## config.mk

```make
export PLATFORM = sky130hd
export DESIGN_NAME = indexed_list_with_free_list_core
export DESIGN_NICKNAME = d
export VERILOG_FILES = /design/src/rtl/ilfl_pkg.sv /design/src/rtl/ilfl_useq.sv /design/src/rtl/indexed_list_with_free_list_core.sv
export SDC_FILE = /design/constraint.sdc
export NUM_CORES = 2
export LEC_CHECK = 0
export BUFFER_PORTS_ARGS = -buffer_cell sky130_fd_sc_hd__buf_4
export CAP_MARGIN = 40
export CORE_UTILIZATION = 55
export DETAILED_ROUTE_END_ITERATION = 10
export GPL_ROUTABILITY_DRIVEN = 0
export PLACE_DENSITY_LB_ADDON = 0.2
export SYNTH_ARGS = -nofsm -noshare
export SYNTH_HDL_FRONTEND = slang
export SYNTH_SLANG_ARGS = --single-unit
```

## constraint.sdc

```tcl
create_clock -name clk_i -period 5.35 [get_ports clk_i]
set_input_delay 0.535 -clock clk_i [delete_from_list [all_inputs] [get_ports clk_i]]
set_output_delay 0.535 -clock clk_i [all_outputs]
set_load 0.02 [all_outputs]
```

## src/rtl/ilfl_pkg.sv

```systemverilog
`timescale 1ns / 1ps
// ----------------------------------------------------------------------------
// ilfl_pkg
// Shared types and constants for the indexed list with free list: word
// formats, opcode and status codes, microcode control word and flags.
// ----------------------------------------------------------------------------
package ilfl_pkg;

  localparam int CAPACITY    = 64;
  localparam int VALUE_WIDTH = 32;

  // slot address and link width (a link also codes "none" as CAPACITY)
  localparam int AW = $clog2(CAPACITY);
  localparam int LW = $clog2(CAPACITY + 1);

  localparam int OPC_W   = 2;
  localparam int IDX_W   = 7;
  localparam int DATA_W  = 32;
  localparam int RSLOT_W = 6;
  localparam int STAT_W  = 2;
  localparam int CNT_W   = 7;
  localparam int CMP_W   = (LW > IDX_W) ? LW : IDX_W;

  localparam logic [OPC_W-1:0] OP_INSERT = 2'd0;
  localparam logic [OPC_W-1:0] OP_DELETE = 2'd1;
  localparam logic [OPC_W-1:0] OP_GET    = 2'd2;

  localparam logic [STAT_W-1:0] ST_OK       = 2'd0;
  localparam logic [STAT_W-1:0] ST_FULL     = 2'd1;
  localparam logic [STAT_W-1:0] ST_NOTFOUND = 2'd2;
  localparam logic [STAT_W-1:0] ST_RANGE    = 2'd3;

  typedef struct packed {
    logic [OPC_W-1:0]  opcode;
    logic [IDX_W-1:0]  slot_index;
    logic [DATA_W-1:0] item_value;
  } req_t;

  typedef struct packed {
    logic [RSLOT_W-1:0] result_slot;
    logic [DATA_W-1:0]  read_value;
    logic [STAT_W-1:0]  status;
    logic [CNT_W-1:0]   entry_count;
  } rsp_t;

  // microprogram steps; fall-through order matters
  typedef enum logic [4:0] {
    S_IDLE,
    S_DECODE0,
    S_DECODE1,
    S_DECODE2,
    S_BADOP,
    S_INS0,
    S_INS1,
    S_INSFULL,
    S_DEL0,
    S_DEL1,
    S_DEL2,
    S_DEL3,
    S_DEL4,
    S_DEL5,
    S_NOTFOUND,
    S_UNLINK,
    S_PUSHFREE,
    S_DELHEAD,
    S_GET0,
    S_GET1,
    S_GET2,
    S_FINISH
  } step_e;

  localparam int STEP_W = 5;

  typedef enum logic [3:0] {
    C_NONE,
    C_ALWAYS,
    C_OP_INS,
    C_OP_DEL,
    C_OP_GET,
    C_FULL,
    C_IDX_OOR,
    C_EMPTY,
    C_HEAD_HIT,
    C_WALK_GO,
    C_NXT_HIT
  } cond_e;

  typedef enum logic [1:0] {
    LA_FREE,
    LA_IDX,
    LA_CUR,
    LA_NXT
  } lra_e;

  typedef enum logic [1:0] {
    WA_FREE,
    WA_IDX,
    WA_CUR
  } lwa_e;

  typedef enum logic [1:0] {
    WD_USED,
    WD_FREE,
    WD_SKIP
  } lwd_e;

  typedef struct packed {
    cond_e             cond;
    step_e             target;
    logic              lrd;         // link store read
    lra_e              lra;
    logic              lwr;         // link store write
    lwa_e              lwa;
    lwd_e              lwd;
    logic              vrd;         // value store read at slot_index
    logic              vwr;         // value store write at free head
    logic              ins_commit;
    logic              head_commit;
    logic              free_push;
    logic              walk_init;
    logic              walk_adv;
    logic              ld_skip;
    logic              ld_rval;
    logic              set_st;
    logic [STAT_W-1:0] st;
    logic              done;
  } ctrl_t;

  typedef struct packed {
    logic op_ins;
    logic op_del;
    logic op_get;
    logic full;
    logic idx_oor;
    logic empty;
    logic head_hit;
    logic walk_go;
    logic nxt_hit;
  } flags_t;

endpackage

```

## src/rtl/ilfl_useq.sv

```systemverilog
`timescale 1ns / 1ps
// ----------------------------------------------------------------------------
// ilfl_useq
// Microcode sequencer: step counter, control ROM and conditional jumps.
// ----------------------------------------------------------------------------
module ilfl_useq import ilfl_pkg::*; (
  input  logic   clk_i,
  input  logic   rst_ni,
  input  logic   start_i,
  input  flags_t flags_i,
  output ctrl_t  ctrl_o,
  output logic   busy_o
);

  step_e pc_q, pc_d;
  ctrl_t word;
  logic  taken;

  function automatic ctrl_t ucode(input step_e s);
    ctrl_t c;
    c = '0;
    case (s)
      S_DECODE0: begin
        c.cond = C_OP_INS; c.target = S_INS0;
      end
      S_DECODE1: begin
        c.cond = C_OP_DEL; c.target = S_DEL0;
      end
      S_DECODE2: begin
        c.cond = C_OP_GET; c.target = S_GET0;
      end
      S_BADOP: begin
        c.set_st = 1'b1; c.st = ST_RANGE;
        c.cond = C_ALWAYS; c.target = S_FINISH;
      end
      S_INS0: begin
        c.lrd = 1'b1; c.lra = LA_FREE;
        c.cond = C_FULL; c.target = S_INSFULL;
      end
      S_INS1: begin
        c.vwr = 1'b1;
        c.lwr = 1'b1; c.lwa = WA_FREE; c.lwd = WD_USED;
        c.ins_commit = 1'b1;
        c.set_st = 1'b1; c.st = ST_OK;
        c.cond = C_ALWAYS; c.target = S_FINISH;
      end
      S_INSFULL: begin
        c.set_st = 1'b1; c.st = ST_FULL;
        c.cond = C_ALWAYS; c.target = S_FINISH;
      end
      S_DEL0: begin
        c.cond = C_IDX_OOR; c.target = S_BADOP;
      end
      S_DEL1: begin
        c.cond = C_EMPTY; c.target = S_NOTFOUND;
      end
      S_DEL2: begin
        c.lrd = 1'b1; c.lra = LA_IDX;
        c.walk_init = 1'b1;
        c.cond = C_HEAD_HIT; c.target = S_DELHEAD;
      end
      S_DEL3: begin
        c.ld_skip = 1'b1;
        c.lrd = 1'b1; c.lra = LA_CUR;
      end
      S_DEL4: begin
        c.walk_adv = 1'b1;
        c.lrd = 1'b1; c.lra = LA_NXT;
        c.cond = C_WALK_GO; c.target = S_DEL4;
      end
      S_DEL5: begin
        c.cond = C_NXT_HIT; c.target = S_UNLINK;
      end
      S_NOTFOUND: begin
        c.set_st = 1'b1; c.st = ST_NOTFOUND;
        c.cond = C_ALWAYS; c.target = S_FINISH;
      end
      S_UNLINK: begin
        c.lwr = 1'b1; c.lwa = WA_CUR; c.lwd = WD_SKIP;
      end
      S_PUSHFREE: begin
        c.lwr = 1'b1; c.lwa = WA_IDX; c.lwd = WD_FREE;
        c.free_push = 1'b1;
        c.set_st = 1'b1; c.st = ST_OK;
        c.cond = C_ALWAYS; c.target = S_FINISH;
      end
      S_DELHEAD: begin
        c.head_commit = 1'b1;
        c.lwr = 1'b1; c.lwa = WA_IDX; c.lwd = WD_FREE;
        c.free_push = 1'b1;
        c.set_st = 1'b1; c.st = ST_OK;
        c.cond = C_ALWAYS; c.target = S_FINISH;
      end
      S_GET0: begin
        c.cond = C_IDX_OOR; c.target = S_BADOP;
      end
      S_GET1: begin
        c.vrd = 1'b1;
      end
      S_GET2: begin
        c.ld_rval = 1'b1;
        c.set_st = 1'b1; c.st = ST_OK;
        c.cond = C_ALWAYS; c.target = S_FINISH;
      end
      S_FINISH: begin
        c.done = 1'b1;
        c.cond = C_ALWAYS; c.target = S_IDLE;
      end
      default: begin
        c = '0;
      end
    endcase
    return c;
  endfunction

  assign word = ucode(pc_q);

  always_comb begin
    case (word.cond)
      C_NONE:     taken = 1'b0;
      C_ALWAYS:   taken = 1'b1;
      C_OP_INS:   taken = flags_i.op_ins;
      C_OP_DEL:   taken = flags_i.op_del;
      C_OP_GET:   taken = flags_i.op_get;
      C_FULL:     taken = flags_i.full;
      C_IDX_OOR:  taken = flags_i.idx_oor;
      C_EMPTY:    taken = flags_i.empty;
      C_HEAD_HIT: taken = flags_i.head_hit;
      C_WALK_GO:  taken = flags_i.walk_go;
      C_NXT_HIT:  taken = flags_i.nxt_hit;
      default:    taken = 1'b0;
    endcase
  end

  // next step
  always_comb begin
    if (pc_q == S_IDLE) begin
      pc_d = start_i ? S_DECODE0 : S_IDLE;
    end else if (taken) begin
      pc_d = word.target;
    end else begin
      pc_d = step_e'(STEP_W'(pc_q) + STEP_W'(1));
    end
  end

  always_ff @(posedge clk_i or negedge rst_ni) begin
    if (!rst_ni) begin
      pc_q <= S_IDLE;
    end else begin
      pc_q <= pc_d;
    end
  end

  // walk advance and its read only happen when the walk continues
  always_comb begin
    ctrl_o = word;
    if (word.walk_adv && !taken) begin
      ctrl_o.walk_adv = 1'b0;
      ctrl_o.lrd      = 1'b0;
    end
    busy_o = (pc_q != S_IDLE);
  end

endmodule

```

## src/rtl/indexed_list_with_free_list_core.sv

```systemverilog
`timescale 1ns / 1ps
// ----------------------------------------------------------------------------
// indexed_list_with_free_list_core
// Slot table with a used chain and a free chain threaded through a link store.
// ----------------------------------------------------------------------------
// A word is taken when start is high and busy is low; every word gives exactly
// one result, shown for one cycle with done_o, and the receiver cannot stall
// it. Work runs as a microprogram over single-ported link and value stores
// with registered reads. A delete of a slot other than the head walks the
// used chain, one link-store read per cycle, up to the slot before it or the
// chain's end, so that word takes longest. busy drops in the cycle done_o
// shows, so the next word can be taken then. After reset the block is ready
// at once (no clearing pass; per-entry valid bits supply the reset contents).
// ----------------------------------------------------------------------------
module indexed_list_with_free_list_core import ilfl_pkg::*; (
  input  logic clk_i,
  input  logic rst_ni,
  input  logic start,
  output logic busy,
  input  req_t req_i,
  output logic done_o,
  output rsp_t rsp_o
);

  ctrl_t  ctrl;
  flags_t flags;
  logic   accept;

  // captured word
  logic [OPC_W-1:0]  op_q;
  logic [IDX_W-1:0]  idx_q;
  logic [DATA_W-1:0] item_q;
  logic [AW-1:0]     idx_a;

  // list state
  logic [LW-1:0] used_head_q, free_head_q, count_q;
  logic [LW-1:0] cur_q, skip_q;
  logic [AW-1:0] steps_q;

  // result staging
  logic [RSLOT_W-1:0] rslot_q;
  logic [DATA_W-1:0]  rval_q;
  logic [STAT_W-1:0]  status_q;
  logic               done_q;
  rsp_t               rsp_q;

  // stores
  logic [LW-1:0]          link_mem [CAPACITY];
  logic [VALUE_WIDTH-1:0] val_mem  [CAPACITY];
  logic [CAPACITY-1:0]    link_vld_q, val_vld_q;
  logic [LW-1:0]          link_mem_q;
  logic [AW-1:0]          link_addr_q;
  logic                   link_vld_rd_q;
  logic [VALUE_WIDTH-1:0] val_mem_q;
  logic                   val_vld_rd_q;
  logic [LW-1:0]          link_rd;
  logic [VALUE_WIDTH-1:0] val_rd;
  logic [AW-1:0]          lra, lwa;
  logic [LW-1:0]          lwd;
  logic [AW-1:0]          free_a;

  assign accept = start & ~busy;
  assign idx_a  = idx_q[AW-1:0];
  assign free_a = free_head_q[AW-1:0];

  ilfl_useq u_useq (
    .clk_i   (clk_i),
    .rst_ni  (rst_ni),
    .start_i (start),
    .flags_i (flags),
    .ctrl_o  (ctrl),
    .busy_o  (busy)
  );

  // unwritten link entry i reads as i+1 (the last one as none)
  assign link_rd = link_vld_rd_q ? link_mem_q : (LW'(link_addr_q) + LW'(1));
  assign val_rd  = val_vld_rd_q ? val_mem_q : '0;

  always_comb begin
    case (ctrl.lra)
      LA_FREE: lra = free_a;
      LA_IDX:  lra = idx_a;
      LA_CUR:  lra = cur_q[AW-1:0];
      LA_NXT:  lra = link_rd[AW-1:0];
      default: lra = idx_a;
    endcase
    case (ctrl.lwa)
      WA_FREE: lwa = free_a;
      WA_IDX:  lwa = idx_a;
      WA_CUR:  lwa = cur_q[AW-1:0];
      default: lwa = idx_a;
    endcase
    case (ctrl.lwd)
      WD_USED: lwd = used_head_q;
      WD_FREE: lwd = free_head_q;
      WD_SKIP: lwd = skip_q;
      default: lwd = free_head_q;
    endcase
  end

  always_comb begin
    flags.op_ins   = (op_q == OP_INSERT);
    flags.op_del   = (op_q == OP_DELETE);
    flags.op_get   = (op_q == OP_GET);
    flags.full     = (count_q >= LW'(CAPACITY)) || (free_head_q >= LW'(CAPACITY));
    flags.idx_oor  = (idx_q >= IDX_W'(CAPACITY));
    flags.empty    = (count_q == '0) || (used_head_q >= LW'(CAPACITY));
    flags.head_hit = (CMP_W'(used_head_q) == CMP_W'(idx_q));
    flags.nxt_hit  = (CMP_W'(link_rd) == CMP_W'(idx_q));
    flags.walk_go  = !flags.nxt_hit && (link_rd < LW'(CAPACITY)) &&
                     (steps_q != AW'(CAPACITY - 1));
  end

  // link store
  always_ff @(posedge clk_i) begin
    if (ctrl.lrd) begin
      link_mem_q    <= link_mem[lra];
      link_addr_q   <= lra;
      link_vld_rd_q <= link_vld_q[lra];
    end
    if (ctrl.lwr) begin
      link_mem[lwa] <= lwd;
    end
  end

  // value store
  always_ff @(posedge clk_i) begin
    if (ctrl.vrd) begin
      val_mem_q    <= val_mem[idx_a];
      val_vld_rd_q <= val_vld_q[idx_a];
    end
    if (ctrl.vwr) begin
      val_mem[free_a] <= item_q[VALUE_WIDTH-1:0];
    end
  end

  always_ff @(posedge clk_i or negedge rst_ni) begin
    if (!rst_ni) begin
      link_vld_q <= '0;
      val_vld_q  <= '0;
    end else begin
      if (ctrl.lwr) begin
        link_vld_q[lwa] <= 1'b1;
      end
      if (ctrl.vwr) begin
        val_vld_q[free_a] <= 1'b1;
      end
    end
  end

  always_ff @(posedge clk_i or negedge rst_ni) begin
    if (!rst_ni) begin
      used_head_q <= LW'(CAPACITY);
      free_head_q <= '0;
      count_q     <= '0;
    end else begin
      if (ctrl.ins_commit) begin
        used_head_q <= free_head_q;
        free_head_q <= link_rd;
        count_q     <= count_q + LW'(1);
      end
      if (ctrl.head_commit) begin
        used_head_q <= link_rd;
      end
      if (ctrl.free_push) begin
        free_head_q <= LW'(idx_a);
        count_q     <= count_q - LW'(1);
      end
    end
  end

  always_ff @(posedge clk_i) begin
    if (accept) begin
      op_q     <= req_i.opcode;
      idx_q    <= req_i.slot_index;
      item_q   <= req_i.item_value;
      rslot_q  <= req_i.slot_index[RSLOT_W-1:0];
      rval_q   <= '0;
      status_q <= ST_OK;
    end
    if (ctrl.ins_commit) begin
      rslot_q <= RSLOT_W'(free_a);
    end
    if (ctrl.walk_init) begin
      cur_q   <= used_head_q;
      steps_q <= '0;
    end
    if (ctrl.walk_adv) begin
      cur_q   <= link_rd;
      steps_q <= steps_q + AW'(1);
    end
    if (ctrl.ld_skip) begin
      skip_q <= link_rd;
    end
    if (ctrl.ld_rval) begin
      rval_q <= DATA_W'(val_rd);
    end
    if (ctrl.set_st) begin
      status_q <= ctrl.st;
    end
  end

  always_ff @(posedge clk_i or negedge rst_ni) begin
    if (!rst_ni) begin
      done_q <= 1'b0;
    end else begin
      done_q <= ctrl.done;
    end
  end

  always_ff @(posedge clk_i) begin
    if (ctrl.done) begin
      rsp_q.result_slot <= rslot_q;
      rsp_q.read_value  <= rval_q;
      rsp_q.status      <= status_q;
      rsp_q.entry_count <= CNT_W'(count_q);
    end
  end

  assign done_o = done_q;
  assign rsp_o  = rsp_q;

endmodule

```

==> metrics.md <==
| Metric | Value |
|---|---|
| Fmax | 218.5 MHz |
| TritonCTS buffer count | 299 |
| Total of max-cap violations | 0 |
| Worst EP arrival | 5.11 ns |
| Layout area overhead | 13.87% |
| EDFF count, synth | 2690 |
| Die height | approximately 450 µm |
| Worst min path class | input pin to asynchronous set/reset pin |
| First DRT Iteration DRCs | approximately 7400 |
| Vias | 55770 |
| Routed WL | 274100 µm |
| First-pass iteration count of the detailed router | 6 |
| Core ar. | between 150000 and 200000 µm² |
| Setup crit end kind | flop |
| Avg Inst Size Synth | 20.21 µm² |
| First-pass GRT wire length | 395100 µm |
| Mapped Area | between 100000 and 150000 µm² |
| Period utilization | 85.54% |
| Final ANT Viol Nets | 0 |
| R2R depth | 9 |
| Yosys reg bits | 2845 |
| CTS tree | done |
| I/O Buffers | 92 |
| GRT Residual Overflow | 0 |
| Yosys top cell area share | 73.54% |
| Synth area leaders | edfxtp_1 (74%), mux4_2 (14%), dfrtp_1 (3.5%), nand2_1 (1.8%), nand3_1 (1.0%) |
| Status | finished, final reports clean |
| DRC Markers | 0 |
| Ports | 93 |
| Worst Setup Start Kind | flop |
| Final Critical Period | between 4 and 5 ns |
| PD cells | 455.0 nW/µm² |
| Least-Margin Pin Slew | 0.9452 ns |
| Clk Latency, worst-skew pair | 0.94 ns |
| H-tree levels | 5 |
| Dpl hpwl | 154100 µm |
| WHS | roughly 0.23 ns |
| Count leader, synth | edfxtp_1 |
| Pins Over Slew Limit | 0 |
| Initial Util | 55.52% |
| Setup WS post-layout | 0.7737 ns |
| Slew margin rel. | between 30% and 40% |
| Main flop type after synthesis | edfxtp_1 |
| Layout cell share with drive strength beyond 1 | 26.97% |
| Vias in the first global route | 55470 |
| Sequential-to-total area share from yosys stat | 77.07% |
| Resize count post-CTS | 0 |
| Die area | 201500 µm² |
| CP max stage delay | around 0.75 ns |
| Synth area leader | edfxtp_1 |
| Leakage dissipation | 41.00 nW |
| Design area | between 100000 and 150000 µm² |
| Synth unique cells | 76 |
| CP most frequent cell | nor2_1 |
| Critical path type | flop to flop |
| Critical Path, Cell by Cell | nor2_1, nand2_1, or2_2, inv_1, nor2_1, a21oi_1, nor2b_1, nand2_1, nor2_1 |
| Cells after Synth | 5435 |
| Clock Skew | just under 0.05 ns |
| YS warnings | 0 |
| Core Rows | 163 |
| Largest net degree at the start of global routing | ~140 |
| Max VDD drop | 449.2 µV |
| Dpl cell area | 115400 µm² |
| Slowest stage cell, crit path | nor2_1 |
| DR WL/cell | 31.68 µm |
| Most frequent cells after synthesis | edfxtp_1 (2690), mux4_2 (676), nand2_1 (513), nand3_1 (224), nor2_1 (174) |
| RSZ-0062 raised after global routing | false |
| Final setup violation count | 0 |
| Post-CTS setup repair buffer count | 0 |
| Post-layout net count | 5855 |
| Async SR Flop Fraction | 5.448% |
| Vias per std cell | 6.446 |
| Critical Path RT | 5.88 ns |
| # clock sinks | 2845 |
| Setup TNS | 0 ns |
| GR Util All Layers | 27.34% |
| Antenna violations before repair | 11 |
| Crit-path max FO | 27 |
| Syn nets | 5492 |
| Final Hold Vio Count | 0 |
| Die Wd | 448.9 µm |
| Max clock buf depth | 4 |
| Dpl ws | roughly 0.92 ns |
| Clk pin slew, worst setup/hold paths | ~0.060 ns |
| Root Driver | clkbuf_16 |
-- cell families after synthesis --
kind of cell             Yosys count  synth area share [%]
AND/OR/NAND/NOR                 1195                 5.017
flip-flops                      2845                 77.07
adder cells (fa/ha/maj)           13                0.1549
AO/OA/AOI/OAI                    276                 1.695
XOR/XNOR                          28                0.2233
multiplexers                     761                 14.66
buffers and inverters            317                 1.183
-- critical path, delay by kind of cell (launching register included) --
kind / cells / cell delay [ns]
DFF: 1 / 0.67
buffers and inverters: 1 / 0.61
AOI/OAI and AO/OA: 1 / 0.32
and+or+nand+nor: 7 / 2.59
-- final cells by class --
type,instances,area [µm²]
multi-input cells,2273,24450
clock inverters,132,1239
diodes,2,5.005
clock buffers,381,8028
well taps,2640,3303
inverters,23,103.9
fillers,13380,72750
flip-flops and latches,2845,84660
repair buffers,356,3289
-- report_power, final --
| part | switching, mW | internal, mW |
|---|---|---|
| sequential | 0.622 | 26.3 |
| combinational | 6.83 | 3.28 |
| clock | 8.19 | 11.7 |
| total | 15.6 | 41.3 |
-- final timing paths --
check                                    startpoint                         end  slack (ns)
max reg2reg                u_useq.pc_q[2]$_DFF_PN0_   link_mem[57][3]$_DFFE_PP_        0.77
max                        u_useq.pc_q[2]$_DFF_PN0_   link_mem[57][3]$_DFFE_PP_        0.77
max in group asynchronous                    rst_ni  link_vld_q[52]$_DFFE_PN0N_        3.69
min reg2reg                 rval_q[3]$_SDFFCE_PN0P_         rsp_o[12]$_DFFE_PP_        0.42
min in group clk_i                        req_i[15]        item_q[15]$_DFFE_PP_        0.34
min                                          rst_ni    val_vld_q[0]$_DFFE_PN0P_        0.23
-- stage by stage --
| stage | utilization [%] | std cells | total power [mW] |
|---|---|---|---|
| after floorplan | - | 5435 | 33.42 |
| after global placement | 58.22 | 8086 | 37.01 |
| after detailed placement | 58.32 | 8094 | 37.32 |
| after CTS | 63.22 | 8650 | 57.04 |
| after global routing | 63.22 | 8651 | 58.68 |
| final | 63.22 | 8652 | 56.91 |
-- state kept, by name (all words and copies together), names as in the netlist, 32 cells and up --
| name | count |
|---|---|
| link_vld_q | 64 |
| val_mem | 2048 |
| rsp_o | 47 |
| val_mem_q | 32 |
| val_vld_q | 64 |
| rval_q | 32 |
| item_q | 32 |
| link_mem | 448 |
-- metal layers --
| metal | track usage, % | vias up | part of all wire [%] |
|---|---|---|---|
| met1 | 39.26 | 29420 | 39 |
| met4 | 8.666 | 0 | 3.1 |
| met5 | 0 | - | 0 |
| met3 | 4.829 | 480 | 9.3 |
| met2 | 43.25 | 3098 | 48 |
| li1 | - | 22780 | - |
-- cell usage in the layout, fill, tap and decap left out, drive strengths merged, types with 16 or more instances in the layout --
master,count
mux2i,67
nor2b,19
a221oi,36
bufinv,24
buf,313
mux2,18
a32oi,19
nor3,20
clkbuf,381
inv,30
edfxtp,2690
clkinv,97
a21oi,85
nand2,513
dfrtp,154
xnor2,16
nand4,26
nor2,174
a31oi,29
dlygate4sd3,43
o21ai,47
nand3,224
and2,38
or2,132
mux4,676
-- repair_timing --
action,4_1_cts,5_1_grt
hold buffers,43,0
setup endpoints to repair,0,0
endpoints found under the hold margin,117,0
No activity file was read; power rests on OpenSTA's default activity.
